File: src/rtl/dhp_pkg.sv
// Package for the decimal/hex number parser.
// Holds the parse phase type, the control-state struct and character codes.
// No dependencies.
package dhp_pkg;

    typedef enum logic [2:0] {
        PH_IDLE,
        PH_SKIP,
        PH_SIGN,
        PH_ZERO,
        PH_INT,
        PH_FRAC,
        PH_HEX
    } t_phase;

    // Control part of the parse state; the magnitude travels beside it
    typedef struct packed {
        t_phase     phase;
        logic       negative;
        logic       sat;
        logic [7:0] frac_count;
        logic [7:0] char_count;
        logic [7:0] step_count;
    } t_ctl;

    localparam logic [7:0] CH_NUL    = 8'd0;
    localparam logic [7:0] CH_SPACE1 = 8'd33;   // bytes from 1 up to below this are skipped
    localparam logic [7:0] CH_COMMA  = 8'd44;
    localparam logic [7:0] CH_MINUS  = 8'd45;
    localparam logic [7:0] CH_POINT  = 8'd46;
    localparam logic [7:0] CH_ZERO   = 8'd48;
    localparam logic [7:0] CH_NINE   = 8'd57;
    localparam logic [7:0] CH_COLON  = 8'd58;
    localparam logic [7:0] CH_SEMI   = 8'd59;
    localparam logic [7:0] CH_EQUAL  = 8'd61;
    localparam logic [7:0] CH_UC_A   = 8'd65;
    localparam logic [7:0] CH_UC_F   = 8'd70;
    localparam logic [7:0] CH_LC_A   = 8'd97;
    localparam logic [7:0] CH_LC_F   = 8'd102;
    localparam logic [7:0] CH_X      = 8'd120;
    localparam logic [7:0] UC_OFFSET = 8'd7;
    localparam logic [7:0] LC_OFFSET = 8'd39;
    localparam logic [7:0] CHAR_MAX  = 8'd255;

endpackage

File: src/rtl/decimal_hex_number_parser.sv
// Top level of the ASCII decimal/hex number parser.
// Uses dhp_pkg, dhp_in_reg (input register) and dhp_step (per-character logic).
//
//  channel  direction  handshake          payload
//  input    in         i_valid / o_stall  i_ch, i_start_req
//  result   out        o_valid / i_stall  o_mantissa, o_frac_digits, o_consumed
//
// One character per cycle, sustained while the result is not stalled. A character is
// held in the input register, then the step logic updates the parse state and, at the
// end of a number, loads the result register. Synchronous active-low reset puts the
// parser idle; characters without a start are then dropped. A stalled result holds
// the step, and the input register raises o_stall only while it holds a character
// that cannot advance.
module decimal_hex_number_parser #(
    parameter int MAX_STEPS     = 255,
    parameter int MANTISSA_BITS = 47
) (
    input  logic               i_clk,
    input  logic               i_rst_n,
    input  logic               i_valid,
    output logic               o_stall,
    input  logic [7:0]         i_ch,
    input  logic               i_start_req,
    output logic               o_valid,
    input  logic               i_stall,
    output logic signed [47:0] o_mantissa,
    output logic [7:0]         o_frac_digits,
    output logic [7:0]         o_consumed
);
    import dhp_pkg::*;

    logic                     w_load;
    logic                     w_adv;
    logic                     w_in_valid;
    logic [7:0]               w_in_ch;
    logic                     w_in_start;

    t_ctl                     r_ctl;
    t_ctl                     n_ctl;
    logic [MANTISSA_BITS-1:0] r_mag;
    logic [MANTISSA_BITS-1:0] n_mag;
    logic                     w_emit;

    logic                     r_out_valid;
    logic signed [47:0]       r_mantissa;
    logic [7:0]               r_frac_digits;
    logic [7:0]               r_consumed;
    logic signed [MANTISSA_BITS:0] w_signed;

    // advance the held character when the result register can take a result
    assign w_adv   = w_in_valid && (!r_out_valid || !i_stall);
    assign o_stall = w_in_valid && !w_adv;
    assign w_load  = i_valid && !o_stall;

    dhp_in_reg u_in_reg (
        .i_clk       (i_clk),
        .i_rst_n     (i_rst_n),
        .i_load      (w_load),
        .i_consume   (w_adv),
        .i_ch        (i_ch),
        .i_start_req (i_start_req),
        .o_valid     (w_in_valid),
        .o_ch        (w_in_ch),
        .o_start_req (w_in_start)
    );

    dhp_step #(
        .MANTISSA_BITS (MANTISSA_BITS),
        .MAX_STEPS     (MAX_STEPS)
    ) u_step (
        .i_ctl   (r_ctl),
        .i_mag   (r_mag),
        .i_ch    (w_in_ch),
        .i_start (w_in_start),
        .o_ctl   (n_ctl),
        .o_mag   (n_mag),
        .o_emit  (w_emit)
    );

    always_ff @(posedge i_clk) begin
        if (!i_rst_n) begin
            r_ctl <= '{phase: PH_IDLE, negative: 1'b0, sat: 1'b0,
                       frac_count: 8'd0, char_count: 8'd0, step_count: 8'd0};
            r_mag <= '0;
        end else if (w_adv) begin
            r_ctl <= n_ctl;
            r_mag <= n_mag;
        end
    end

    assign w_signed = n_ctl.negative ? -$signed({1'b0, n_mag}) : $signed({1'b0, n_mag});

    always_ff @(posedge i_clk) begin
        if (!i_rst_n) begin
            r_out_valid <= 1'b0;
        end else if (w_adv && w_emit) begin
            r_out_valid <= 1'b1;
        end else if (!i_stall) begin
            r_out_valid <= 1'b0;
        end
    end

    always_ff @(posedge i_clk) begin
        if (w_adv && w_emit) begin
            r_mantissa    <= 48'(w_signed);
            r_frac_digits <= n_ctl.frac_count;
            r_consumed    <= n_ctl.char_count;
        end
    end

    assign o_valid       = r_out_valid;
    assign o_mantissa    = r_mantissa;
    assign o_frac_digits = r_frac_digits;
    assign o_consumed    = r_consumed;
endmodule

File: src/rtl/dhp_in_reg.sv
// Input register of the number parser: one held character transfer.
// Depends on nothing; the top level decides when the held item is consumed.
module dhp_in_reg (
    input  logic       i_clk,
    input  logic       i_rst_n,
    input  logic       i_load,
    input  logic       i_consume,
    input  logic [7:0] i_ch,
    input  logic       i_start_req,
    output logic       o_valid,
    output logic [7:0] o_ch,
    output logic       o_start_req
);
    logic       r_valid;
    logic [7:0] r_ch;
    logic       r_start_req;

    always_ff @(posedge i_clk) begin
        if (!i_rst_n) begin
            r_valid <= 1'b0;
        end else if (i_load) begin
            r_valid <= 1'b1;
        end else if (i_consume) begin
            r_valid <= 1'b0;
        end
    end

    always_ff @(posedge i_clk) begin
        if (i_load) begin
            r_ch        <= i_ch;
            r_start_req <= i_start_req;
        end
    end

    assign o_valid     = r_valid;
    assign o_ch        = r_ch;
    assign o_start_req = r_start_req;
endmodule

File: src/rtl/dhp_step.sv
// One-character step of the parser: next parse state and end-of-number flag.
// Uses dhp_pkg for the phase type, the control struct and character codes.
module dhp_step #(
    parameter int MANTISSA_BITS = 47,
    parameter int MAX_STEPS     = 255
) (
    input  dhp_pkg::t_ctl             i_ctl,
    input  logic [MANTISSA_BITS-1:0]  i_mag,
    input  logic [7:0]                i_ch,
    input  logic                      i_start,
    output dhp_pkg::t_ctl             o_ctl,
    output logic [MANTISSA_BITS-1:0]  o_mag,
    output logic                      o_emit
);
    import dhp_pkg::*;

    localparam int         WW      = MANTISSA_BITS + 4;
    localparam logic [7:0] STEP_CAP = 8'(MAX_STEPS);
    localparam logic [MANTISSA_BITS-1:0] MAG_MAX = '1;

    t_ctl                     ctl;
    logic [MANTISSA_BITS-1:0] mag;
    logic                     emit;
    logic                     do_dec;
    logic [7:0]               hex_m;
    logic [3:0]               dig;
    logic [WW-1:0]            wide;
    logic                     ovf;

    always_comb begin
        ctl    = i_ctl;
        mag    = i_mag;
        emit   = 1'b0;
        do_dec = 1'b0;
        hex_m  = i_ch;
        dig    = i_ch[3:0];
        wide   = '0;
        ovf    = 1'b0;

        if (i_start) begin
            ctl.phase      = PH_SKIP;
            ctl.negative   = 1'b0;
            ctl.sat        = 1'b0;
            ctl.frac_count = '0;
            ctl.char_count = '0;
            ctl.step_count = '0;
            mag            = '0;
        end

        case (ctl.phase)
            PH_SKIP: begin
                if (i_ch == CH_NUL) begin
                    emit = 1'b1;
                end else if (i_ch < CH_SPACE1 || i_ch == CH_EQUAL || i_ch == CH_COMMA
                             || i_ch == CH_SEMI || i_ch == CH_COLON) begin
                    if (ctl.char_count != CHAR_MAX) ctl.char_count = ctl.char_count + 8'd1;
                    ctl.step_count = ctl.step_count + 8'd1;
                    if (ctl.step_count >= STEP_CAP) emit = 1'b1;
                end else if (i_ch == CH_MINUS) begin
                    ctl.negative = 1'b1;
                    if (ctl.char_count != CHAR_MAX) ctl.char_count = ctl.char_count + 8'd1;
                    ctl.phase = PH_SIGN;
                end else if (i_ch == CH_ZERO) begin
                    if (ctl.char_count != CHAR_MAX) ctl.char_count = ctl.char_count + 8'd1;
                    ctl.phase = PH_ZERO;
                end else if (i_ch > CH_ZERO && i_ch <= CH_NINE) begin
                    ctl.phase = PH_INT;
                    do_dec    = 1'b1;
                end else begin
                    emit = 1'b1;
                end
            end
            PH_SIGN: begin
                if (i_ch == CH_ZERO) begin
                    if (ctl.char_count != CHAR_MAX) ctl.char_count = ctl.char_count + 8'd1;
                    ctl.phase = PH_ZERO;
                end else begin
                    ctl.phase = PH_INT;
                    do_dec    = 1'b1;
                end
            end
            PH_ZERO: begin
                if (i_ch == CH_X) begin
                    if (ctl.char_count != CHAR_MAX) ctl.char_count = ctl.char_count + 8'd1;
                    ctl.step_count = '0;
                    mag            = '0;
                    ctl.phase      = PH_HEX;
                end else begin
                    // the held zero counts as a decimal step
                    ctl.step_count = ctl.step_count + 8'd1;
                    ctl.phase      = PH_INT;
                    if (ctl.step_count >= STEP_CAP) begin
                        emit = 1'b1;
                    end else begin
                        do_dec = 1'b1;
                    end
                end
            end
            PH_INT, PH_FRAC: begin
                do_dec = 1'b1;
            end
            PH_HEX: begin
                // letters fold onto the codes just above '9'
                if (i_ch >= CH_UC_A && i_ch <= CH_UC_F) begin
                    hex_m = i_ch - UC_OFFSET;
                end else if (i_ch >= CH_LC_A && i_ch <= CH_LC_F) begin
                    hex_m = i_ch - LC_OFFSET;
                end
                if (hex_m[7:4] != CH_ZERO[7:4]) begin
                    emit = 1'b1;
                end else begin
                    dig  = hex_m[3:0];
                    wide = {mag, 4'b0000} + WW'(dig);
                    ovf  = (wide[WW-1:MANTISSA_BITS] != 4'd0);
                    if (ctl.sat || ovf) begin
                        mag     = MAG_MAX;
                        ctl.sat = 1'b1;
                    end else begin
                        mag = wide[MANTISSA_BITS-1:0];
                    end
                    if (ctl.char_count != CHAR_MAX) ctl.char_count = ctl.char_count + 8'd1;
                    ctl.step_count = ctl.step_count + 8'd1;
                    if (ctl.step_count >= STEP_CAP) emit = 1'b1;
                end
            end
            default: begin
                ctl.phase = PH_IDLE;
            end
        endcase

        if (do_dec) begin
            if (i_ch >= CH_ZERO && i_ch <= CH_NINE) begin
                if (ctl.phase != PH_FRAC) ctl.phase = PH_INT;
                dig  = i_ch[3:0];
                wide = (WW'(mag) << 3) + (WW'(mag) << 1) + WW'(dig);
                ovf  = (wide[WW-1:MANTISSA_BITS] != 4'd0);
                if (ctl.phase == PH_FRAC) begin
                    // an overflowing fraction digit is dropped with all after it
                    if (!ctl.sat) begin
                        if (ovf) begin
                            ctl.sat = 1'b1;
                        end else begin
                            mag            = wide[MANTISSA_BITS-1:0];
                            ctl.frac_count = ctl.frac_count + 8'd1;
                        end
                    end
                end else if (ctl.sat || ovf) begin
                    mag     = MAG_MAX;
                    ctl.sat = 1'b1;
                end else begin
                    mag = wide[MANTISSA_BITS-1:0];
                end
                if (ctl.char_count != CHAR_MAX) ctl.char_count = ctl.char_count + 8'd1;
                ctl.step_count = ctl.step_count + 8'd1;
                if (ctl.step_count >= STEP_CAP) emit = 1'b1;
            end else if (i_ch == CH_POINT && ctl.phase != PH_FRAC) begin
                ctl.phase = PH_FRAC;
                if (ctl.char_count != CHAR_MAX) ctl.char_count = ctl.char_count + 8'd1;
                ctl.step_count = ctl.step_count + 8'd1;
                if (ctl.step_count >= STEP_CAP) emit = 1'b1;
            end else begin
                emit = 1'b1;
            end
        end

        if (emit) ctl.phase = PH_IDLE;
    end

    assign o_ctl  = ctl;
    assign o_mag  = mag;
    assign o_emit = emit;
endmodule

File: config.mk
export PLATFORM = sky130hd
export DESIGN_NAME = decimal_hex_number_parser
export DESIGN_NICKNAME = d
export VERILOG_FILES = /design/src/rtl/dhp_pkg.sv /design/src/rtl/decimal_hex_number_parser.sv /design/src/rtl/dhp_in_reg.sv /design/src/rtl/dhp_step.sv
export SDC_FILE = /design/constraint.sdc
export NUM_CORES = 1
export LEC_CHECK = 0
export BUFFER_PORTS_ARGS = -buffer_cell sky130_fd_sc_hd__buf_4
export CAP_MARGIN = 10
export CORE_UTILIZATION = 45
export CTS_CLUSTER_DIAMETER = 120
export DETAILED_ROUTE_END_ITERATION = 16
export PLACE_DENSITY = 0.63
export REMOVE_ABC_BUFFERS = 1
export SYNTH_ARGS = -nofsm -noshare
export SYNTH_HDL_FRONTEND = slang
export SYNTH_HIERARCHICAL = 1
export SYNTH_SLANG_ARGS = --single-unit
File: constraint.sdc
create_clock -name i_clk -period 12.5 [get_ports i_clk]
set_input_delay 1.875 -clock i_clk [delete_from_list [all_inputs] [get_ports i_clk]]
set_output_delay 1.875 -clock i_clk [all_outputs]
set_load 0.01 [all_outputs]
Word level (Yosys, flattened, before mapping) --
Cells that the tools add are included.
Storage, ports and cells: input bits 13, output and inout port bits 66, word-level logic and storage cells 166, register bits 151
Operators by class: order comparisons 10, multiplexer cells 84, add/sub/neg operators 11, reductions and logical operators 26, eq/ne operators 20
Operators by type and width (count):
- $mux W47 | 11
- $mux W8 | 13
- $add A51 B4 Y51 | 2
- $pmux W47 S2 | 1
- $mux W16 | 4
- $eq A8 B6 Y1 const B | 7
- $add A50 B48 Y51 | 1
- $neg A47 Y48 | 1
- $add A8 B1 Y8 const B | 5
- $mux W3 | 11
- $mux W1 | 32
- $pmux W8 S4 | 1
- $mux W29 | 1
- $mux W25 | 1
- $pmux W8 S3 | 1
- $mux W9 | 2
- $ge A8 B7 Y1 const B | 2
- $ge A8 B8 Y1 const B | 2
- $le A8 B7 Y1 const B | 2
- $ne A8 B8 Y1 const B | 2
- $eq A3 B3 Y1 const B | 4
- $pmux W3 S4 | 1
- $logic_and A1 B1 Y1 | 9
- $eq A8 B7 Y1 const B | 1
- 22 further kinds | 34

Logic depth before layout (Yosys ltp) --
Gate-level depths: netlist of the first run.
word-level depth 21, gate-level depth with buffers 29

Hierarchy --
The synthesis of the first run kept the hierarchy.
Modules (own cells, without submodules):
- dhp_step | cells an instance 1038, area each 7200.7 µm², instances 1
- decimal_hex_number_parser | cells an instance 544, area each 5828.1 µm², instances 1
- dhp_in_reg | cells an instance 12, area each 311.5 µm², instances 1

Least setup slack after synthesis of the first run --
Ideal clock, no wire load.
path kind flip-flop to flip-flop, start reg u_in_reg.r_ch[0] (netlist: u_in_reg/o_ch[0]), end reg r_mantissa[42] (netlist: o_mantissa[42]) (data pin), path slack 5.222 ns, cell stages (with the launch flop) 30, setup time 0.266 ns, arrival 7.012 ns, path through edfxtp_1 > inv_1 > ha_1 > or3b_1 > a41oi_2 > nor3_1 > clkbuf_1 > buf_1 > a22oi_1 > o21ai_0 > ha_1 > ha_1 > clkbuf_1 > a21o_1 > a221oi_1 > nor2b_1 > o21a_1 > o221ai_1 > nor4b_2 > nand3_2 > nor3_2 > buf_4 > mux2_1 > inv_1 > ha_1 > or3b_4 > nor4_1 > nand4_2 > o41ai_1 > xnor2_1
Between the ends: longest elaborated chain between the ends 21
RTL lines:
- start, declared | line dhp_in_reg.sv:15 | logic [7:0] r_ch;
- start signal, assigned | line dhp_in_reg.sv:30 | r_ch <= i_ch;
- $ge A8 B7 Y1 or $le A8 B7 Y1 (tied branches) | line dhp_step.sv:106 | end else if (i_ch >= CH_LC_A && i_ch <= CH_LC_F) begin
- $logic_and A1 B1 Y1 | line dhp_step.sv:106
- $mux W8 | line dhp_step.sv:106
- $mux W8 | line dhp_step.sv:104 | if (i_ch >= CH_UC_A && i_ch <= CH_UC_F) begin
- $mux W8 | line dhp_step.sv:50 | case (ctl.phase)
- $add A51 B4 Y51 | line dhp_step.sv:113 | wide = {mag, 4'b0000} + WW'(dig);
- $reduce_bool A4 Y1 | line dhp_step.sv:114 | ovf = (wide[WW-1:MANTISSA_BITS] != 4'd0);
- $logic_or A1 B1 Y1 | line dhp_step.sv:115 | if (ctl.sat || ovf) begin
- (+7 left out)
- $mux W47, on equally long branches | line dhp_step.sv:139, dhp_step.sv:147
- $mux W47 | line dhp_step.sv:137 | if (ctl.phase == PH_FRAC) begin
- $mux W47 | line dhp_step.sv:132 | if (i_ch >= CH_ZERO && i_ch <= CH_NINE) begin
- $mux W47 (*) | line dhp_step.sv:131 | if (do_dec) begin
- net n_mag[0] | line decimal_hex_number_parser.sv:41 | logic [MANTISSA_BITS-1:0] n_mag;
- $neg A47 Y48 (*) | line decimal_hex_number_parser.sv:91 | assign w_signed = n_ctl.negative ? -$signed({1'b0, n_mag}) : $signed({1'b0, n_mag});
- $mux W47 (*) | line decimal_hex_number_parser.sv:91
- net w_signed[42] | line decimal_hex_number_parser.sv:48 | logic signed [MANTISSA_BITS:0] w_signed;
- end signal, assigned | line decimal_hex_number_parser.sv:105 | r_mantissa <= 48'(w_signed);
- end, declared | line decimal_hex_number_parser.sv:45 | logic signed [47:0] r_mantissa;
The timed path passes the listed nets; every way through them passes the cells marked *. The select of a mux whose other input is x is not followed. A chain may end at the register's enable or synchronous reset.

Final worst setup path of the first run --
start reg u_in_reg.r_ch[0] (netlist: u_in_reg/o_ch[0]), end reg r_mantissa[35] (netlist: o_mantissa[35]) (data pin)
The elaborated chain is that of the path after synthesis.

==> results.ini, run 1 <==
[global_route]
grt_pass1_wl_um=62300
grt_max_degree=79
initial_antenna_violation_count=0
global_route.overflow_total=0
vias_in_the_first_global_route=11400
grtUsageTotal_pct=25.5

[yosys]
synth_edf_count=73
synth_simple_gate_area_share_pct=21.2
synth.mux.area_fraction_pct=4.42
yosys_register_bits=151
post_synth_instance_area_um2=13300
synthesis.area_per_instance_um2=8.37
post_synth_xor_area_fraction_pct=6.96
synth-warning-count=6
synth_top_family_by_area=compound AO/OA/AOI/OAI gates
async_reset_ff_share_pct=0
ys_dominant_reg_cell=sky130_fd_sc_hd__dfxtp_1
synth_fa_ha_area_share_pct=10.1
ys_seq_area_share_pct=28.1
synthCells=1594
yosys.cell_types.count=96
synth_compound_area_share_pct=25.0

[power]
switching_share_pct=24.3
power.ir.vdd_worst_v=0.0000903
cellLeakagePower_nw=5.46
power_frac_seq_pct=45.8
power_density_nw_per_um2=80.7
pwr-share-comb_pct=7.7
clock_power_share_pct=46.5
switching_power_mw=0.289
power_report.internal_total_mw=0.899

[detailed_routing]
vias_per_cell=6.16
drt_wl_total_um=38800
dr.pass1.iters=6
drc=0
dr_total_vias=12300
wl_per_cell_um=19.4
detail_route.iter0.violations=1288
antenna_violating_nets_post_route=0

[placement]
io_buffers=78
gp_congestion=0.961
detailedPlacementHpwl_um=27500
area_post_placement_um2=14100

[clocking]
cts.htree.levels=4
number_of_clock_sinks=151
clkSlewWorstSetupHoldPaths_ns=0.07
post_cts_resized=0
max-clock-path-buffers=2
cts_hold_repair.buffers=0
clock-root-buffer=sky130_fd_sc_hd__clkbuf_16
clk-insertion-delay-late_ns=0.45
numCtsBuffers=17
post_cts_buffers=0
cts_tree=yes

[floorplan]
top_level_ports=79
die_h_um=174
rows=62
floorplan.die_area_um2=30300
floorplan.initialDensity_pct=46.1
die_width_um=174
area_of_the_placeable_core_um2=28900

[sta]
report.final.hold_viol_count=0
total_of_endpoints_with_negative_setup_slack_in_the_final_report=0
max_clock_freq_mhz=96.9
final_period_minus_worst_setup_slack_ns=10.32
fin_tns_setup_ns=0
final_period_util_pct=82.6
drv_slew=0
fin_worst_hold_slack_ns=0.461
worst_slew_margin_rel_pct=25.0
rsz0062_at_grt=no
finClkSkew_ns=0.0127
worst_slew_pin_slew_ns=1.13

[worst_setup_path]
cp.arrival_ns=10.50
critPathCaptureType=flop
ws_path_type=reg -> reg
regToRegEndpoint=o_mantissa[35]$_DFFE_PP_
rr_worst_depth=24
setup.worst_path.start_class=flop
timing.critical_path.required_ns=12.68
ff2ff_setup_slack_ns=2.18
worst_path_fanout_max=47
rr_startpoint=u_in_reg/o_ch[0]$_DFFE_PP_

[cells_and_area]
drive_above_1_share_pct=10.7
most-common-layout-cells=243 x sky130_fd_sc_hd__nand2_1, 105 x sky130_fd_sc_hd__ha_1, 103 x sky130_fd_sc_hd__nor2_1, 101 x sky130_fd_sc_hd__o21ai_0, 89 x sky130_fd_sc_hd__buf_4
number_of_nets_in_the_finished_design=1728
num_antenna_cells=0
syn_to_final_growth_pct=10.3
leading_cell_type_in_the_layout_fill_and_taps_excluded=sky130_fd_sc_hd__nand2_1
postLayoutCellArea_um2=14700

[min_path]
hold_end=r_ctl[17]$_SDFFE_PN0N_
worst_hold_path_type=reg -> reg
min_path_cells=2
holdCritStartpoint=r_ctl[17]$_SDFFE_PN0N_

[run]
drv.max_cap_violation_count=0

[status]
status=finished clean

cells by family after synthesis:
logic type,after synthesis
mux,58
fa+ha+maj,107
compound gates,479
buf+inv,131
flops,151
simple gates,562
xor+xnor,106
worst max-delay path, stage by stage (launching register included):
cell and delay (ns):
sky130_fd_sc_hd__edfxtp_1 0.53, sky130_fd_sc_hd__inv_1 0.13, sky130_fd_sc_hd__ha_1 0.24, sky130_fd_sc_hd__or3b_1 0.40, sky130_fd_sc_hd__a41oi_2 0.32, sky130_fd_sc_hd__or3_1 0.27, sky130_fd_sc_hd__or2_2 0.66, sky130_fd_sc_hd__o21ai_0 0.37
sky130_fd_sc_hd__ha_1 0.39, sky130_fd_sc_hd__ha_1 0.39, sky130_fd_sc_hd__nand2_1 0.07, sky130_fd_sc_hd__o21ai_0 0.39, sky130_fd_sc_hd__a32oi_1 0.24, sky130_fd_sc_hd__nor3_1 0.53, sky130_fd_sc_hd__a31oi_1 0.38, sky130_fd_sc_hd__o31a_1 0.40
sky130_fd_sc_hd__xnor2_1 0.85, sky130_fd_sc_hd__nor3_4 0.07, sky130_fd_sc_hd__buf_4 0.40, sky130_fd_sc_hd__mux2_1 0.52, sky130_fd_sc_hd__or4_4 0.57, sky130_fd_sc_hd__nor4_1 0.38, sky130_fd_sc_hd__nand4_1 0.70, sky130_fd_sc_hd__o41ai_1 0.64
sky130_fd_sc_hd__xnor2_1 0.11
metrics by stage:
stage	utilization (%)	total power, mW	setup WS, ns	cells
2_1_floorplan	-	0.600	0.0515	1499
3_5_place_dp	48.7	0.647	2.51	1972
4_1_cts	50.8	1.20	2.51	2004
3_3_place_gp	48.7	0.646	2.76	1972
5_1_grt	50.9	1.23	1.64	2005
6_report	50.9	1.19	2.18	2005
cell usage after synthesis (all sizes together), types with 12 or more instances:
master	number	area [µm²]
nand2	244	916
nand3	32	165
inv	34	128
a21o	17	128
ha	105	1310
a22oi	43	323
a21oi	83	415
nor2	104	390
o21ai	108	541
nor3	21	115
nor2b	22	145
xor2	30	263
a21boi	82	619
o31ai	26	200
buf	25	156
edfxtp	73	2190
mux2i	51	510
a211oi	19	153
o21bai	12	90.1
nand4	28	188
o41ai	12	128
clkbuf	70	263
dfxtp	78	1560
nand2b	13	81.3
xnor2	76	666
and3	14	87.6
or4	19	161
layer usage:
layer | part of all wire (%) | vias to the layer above | wire (µm) | track usage, %
met3 | 6.1 | 46 | 2370 | 3.63
met5 | 0 | - | 0 | 0
met4 | 1.8 | 0 | 714 | 7.02
met1 | 48 | 5901 | 18500 | 36.7
met2 | 44 | 480 | 17200 | 39.6
li1 | - | 5916 | - | -
power by group through the flow:
stage	Clock, mW	Combinational (mW)	Sequential (mW)
after floorplan	0	0.0398	0.560
after global placement	0	0.0920	0.554
after detailed placement	0	0.0922	0.554
after CTS	0.561	0.0926	0.544
after global routing	0.582	0.0997	0.545
final	0.553	0.0919	0.544
sequential cells by signal, indices dropped and copies added (netlist names):
name,flops
o_mantissa,48
r_mag,47
r_ctl,29
o_consumed,8
o_frac_digits,8
u_in_reg/o_ch,8
o_valid,1
u_in_reg/o_start_req,1
u_in_reg/o_valid,1
how the worst max path moves through the flow:
stage                                         startpoint                       end  depth (start not counted)
final                         u_in_reg/o_ch[0]$_DFFE_PP_  o_mantissa[35]$_DFFE_PP_                         24
after global routing          u_in_reg/o_ch[0]$_DFFE_PP_  o_mantissa[35]$_DFFE_PP_                         24
after CTS                     u_in_reg/o_ch[0]$_DFFE_PP_  o_mantissa[35]$_DFFE_PP_                         25
after detailed placement      u_in_reg/o_ch[0]$_DFFE_PP_  o_mantissa[35]$_DFFE_PP_                         25
after global placement        u_in_reg/o_ch[0]$_DFFE_PP_  o_mantissa[35]$_DFFE_PP_                         25
after floorplan           u_in_reg/o_start_req$_DFFE_PP_  o_mantissa[35]$_DFFE_PP_                         21
final cells by class:
| cell class | instances | area [µm²] |
|---|---|---|
| tap | 384 | 480 |
| sequential | 151 | 3750 |
| clock buffer | 19 | 433 |
| multi-input combinational | 1312 | 9050 |
| clock inverter | 13 | 179 |
| timing repair buffer | 90 | 679 |
| fill | 2758 | 14200 |
| inverter | 36 | 135 |
Power figures use the tool's default switching activity.
==> run 2: changes to the inputs <==
--- a/config.mk
+++ b/config.mk
@@ -10,7 +10,7 @@
 export CORE_UTILIZATION = 45
 export CTS_CLUSTER_DIAMETER = 120
 export DETAILED_ROUTE_END_ITERATION = 16
-export PLACE_DENSITY = 0.63
+export PLACE_DENSITY = 0.65
 export REMOVE_ABC_BUFFERS = 1
 export SYNTH_ARGS = -nofsm -noshare
 export SYNTH_HDL_FRONTEND = slang
==> constraint.sdc (replaced) <==
create_clock -name i_clk -period 9.14 [get_ports i_clk]
set_input_delay 1.371 -clock i_clk [delete_from_list [all_inputs] [get_ports i_clk]]
set_output_delay 1.371 -clock i_clk [all_outputs]
set_load 0.01 [all_outputs]
==> run 2 against run 1 <==
Compared with the run above: non-clock buffer count increased by 23; die area unchanged; cell area increased by 0.73%; critical path type unchanged; largest cell class unchanged; highest routed layer unchanged.
==> results.ini, run 2 (synthesized netlist as in run 1, its figures left out) <==
[min_path]
min_path_cells=2  ; unchanged
worst_hold_path_type=reg -> reg

[detailed_routing]
dr_total_vias=12300  ; -0.75%
dr.pass1.iters=5  ; -1
antenna_violating_nets_post_route=0  ; unchanged
vias_per_cell=6.04  ; -1.9%
drt_wl_total_um=38600  ; -0.45%
wl_per_cell_um=19.0  ; -1.6%
detail_route.iter0.violations=1223  ; -5.0%
drc=0  ; unchanged

[cells_and_area]
most-common-layout-cells=243 x sky130_fd_sc_hd__nand2_1, 113 x sky130_fd_sc_hd__buf_4, 105 x sky130_fd_sc_hd__ha_1, 103 x sky130_fd_sc_hd__nor2_1, 101 x sky130_fd_sc_hd__o21ai_0
leading_cell_type_in_the_layout_fill_and_taps_excluded=sky130_fd_sc_hd__nand2_1
num_antenna_cells=0  ; unchanged
syn_to_final_growth_pct=11.1
drive_above_1_share_pct=11.9  ; +1.2 points
final.fill_count=2752  ; -0.22%
layout.cells.non_filler=2028  ; +1.1%
largest_register_ffs=48  ; unchanged
postLayoutCellArea_um2=14800  ; +0.73%
number_of_nets_in_the_finished_design=1751  ; +1.3%

[clocking]
numCtsBuffers=17  ; unchanged
cts.htree.levels=4  ; unchanged
max-clock-path-buffers=2  ; unchanged
clkSlewWorstSetupHoldPaths_ns=0.06  ; about the same
cts_tree=yes
post_cts_resized=0  ; unchanged
clk-insertion-delay-late_ns=0.45  ; about the same
post_cts_buffers=0  ; unchanged
clock-root-buffer=sky130_fd_sc_hd__clkbuf_16
cts_hold_repair.buffers=0  ; unchanged
number_of_clock_sinks=151  ; unchanged

[worst_setup_path]
setup.worst_path.start_class=flop
critPathCaptureType=flop
cp.arrival_ns=8.90  ; -1.60 ns
ws_path_type=reg -> reg
rr_worst_depth=26  ; +8.3%
worst_path_fanout_max=23  ; -51%
timing.critical_path.required_ns=9.32  ; -3.36 ns

[sta]
final_period_util_pct=95.4  ; +13 points
fin_tns_setup_ns=0  ; unchanged
finClkSkew_ns=0.0170  ; +0.00429 ns
final_period_minus_worst_setup_slack_ns=8.72  ; -1.60 ns
worst_slew_pin_slew_ns=1.13  ; +0.00954 ns
worst_slew_margin_rel_pct=24.3  ; -0.64 points
rsz0062_at_grt=yes
drv_slew=0  ; unchanged
total_of_endpoints_with_negative_setup_slack_in_the_final_report=0  ; unchanged
max_clock_freq_mhz=115  ; +18%
report.final.hold_viol_count=0  ; unchanged

[floorplan]
rows=62  ; unchanged
area_of_the_placeable_core_um2=28900  ; unchanged
top_level_ports=79  ; unchanged
die_h_um=174  ; unchanged
floorplan.die_area_um2=30300  ; unchanged
floorplan.initialDensity_pct=46.1  ; unchanged
die_width_um=174  ; unchanged

[global_route]
grt_pass1_wl_um=62100  ; -0.33%
initial_antenna_violation_count=0  ; unchanged
grt_max_degree=79  ; unchanged
grtUsageTotal_pct=25.4  ; -0.074 points
global_route.overflow_total=0  ; unchanged
vias_in_the_first_global_route=11400  ; +0.19%

[placement]
gp_congestion=0.942  ; -1.9%
detailedPlacementHpwl_um=28300  ; +2.8%
area_post_placement_um2=14300  ; +1.3%
io_buffers=78  ; unchanged
place.detailed.instances=1996  ; +1.2%

[power]
power.ir.vdd_worst_v=0.000106  ; +18%
power_density_nw_per_um2=105  ; +30%
p_total_mw=1.56  ; +31%
cellLeakagePower_nw=5.54  ; +1.5%

[run]
drv.max_cap_violation_count=0  ; unchanged

[status]
status=finished clean

run 2: layout make-up:
| class | instances | area [µm²] | area share (%) |
|---|---|---|---|
| Clock buffer | 21 | 450 | 3.04 |
| Clock inverter | 11 | 100 | 0.675 |
| Inverter | 36 | 135 | 0.912 |
| Multi-Input combinational cell | 1312 | 9050 | 61.1 |
| Sequential cell | 151 | 3750 | 25.3 |
| Tap cell | 384 | 480 | 3.24 |
| Timing Repair Buffer | 113 | 848 | 5.72 |
run 2: through the flow:
step,utilization (%),hold slack [ns],worst slack [ns]
floorplan,-,0.439,-3.31
CTS,51.2,0.475,0.590
global route,51.2,0.496,-0.0336
detailed placement,49.3,0.466,0.636
finish,51.2,0.476,0.419
global placement,49.3,0.451,0.802
run 2: routing by layer:
metal / GRT usage (%) / up-vias / share of wire [%]
met5: 0 / - / 0
met4: 7.57 / 0 / 2.0
met2: 39.0 / 457 / 44
met3: 3.22 / 47 / 5.9
met1: 37.0 / 5785 / 48
li1: - / 5961 / -
run 2: critical path, stage by stage (launching register included):
cell                       delay (ns)
sky130_fd_sc_hd__edfxtp_1        0.52
sky130_fd_sc_hd__inv_1           0.15
sky130_fd_sc_hd__ha_1            0.23
sky130_fd_sc_hd__or3b_1          0.39
sky130_fd_sc_hd__a41oi_2         0.33
sky130_fd_sc_hd__o21bai_1        0.16
sky130_fd_sc_hd__nand2_1         0.23
sky130_fd_sc_hd__buf_4           0.31
sky130_fd_sc_hd__a22oi_1         0.11
sky130_fd_sc_hd__o21ai_0         0.41
sky130_fd_sc_hd__ha_1            0.33
sky130_fd_sc_hd__ha_1            0.38
sky130_fd_sc_hd__o21ai_0         0.19
sky130_fd_sc_hd__a211oi_1        0.29
sky130_fd_sc_hd__a21oi_1         0.14
sky130_fd_sc_hd__o21a_1          0.20
sky130_fd_sc_hd__a211oi_1        0.47
sky130_fd_sc_hd__mux2i_1         0.34
sky130_fd_sc_hd__nand3_2         0.26
sky130_fd_sc_hd__nor3_4          0.42
sky130_fd_sc_hd__buf_4           0.46
sky130_fd_sc_hd__mux2i_1         0.27
sky130_fd_sc_hd__or4_1           0.62
sky130_fd_sc_hd__nor2_1          0.24
sky130_fd_sc_hd__nand3_1         0.36
sky130_fd_sc_hd__o41ai_1         0.52
sky130_fd_sc_hd__xnor2_1         0.11
run 2: worst paths after layout:
kind	slack, ns	endpoint	from
hold / removal	0.48	r_ctl[17]$_SDFFE_PN0N_	r_ctl[17]$_SDFFE_PN0N_
setup / recovery	0.42	o_mantissa[40]$_DFFE_PP_	u_in_reg/o_ch[0]$_DFFE_PP_
hold reg to reg	0.48	r_ctl[17]$_SDFFE_PN0N_	r_ctl[17]$_SDFFE_PN0N_
setup reg to reg	0.42	o_mantissa[40]$_DFFE_PP_	u_in_reg/o_ch[0]$_DFFE_PP_
run 2: power breakdown:
| part | switching [mW] | total (mW) | internal [mW] | leakage [nW] |
|---|---|---|---|---|
| clock | 0.308 | 0.690 | 0.382 | 0.254 |
| sequential | 0.0144 | 0.743 | 0.729 | 1.23 |
| combinational | 0.0812 | 0.128 | 0.0465 | 4.05 |
| total | 0.403 | 1.56 | 1.16 | 5.54 |
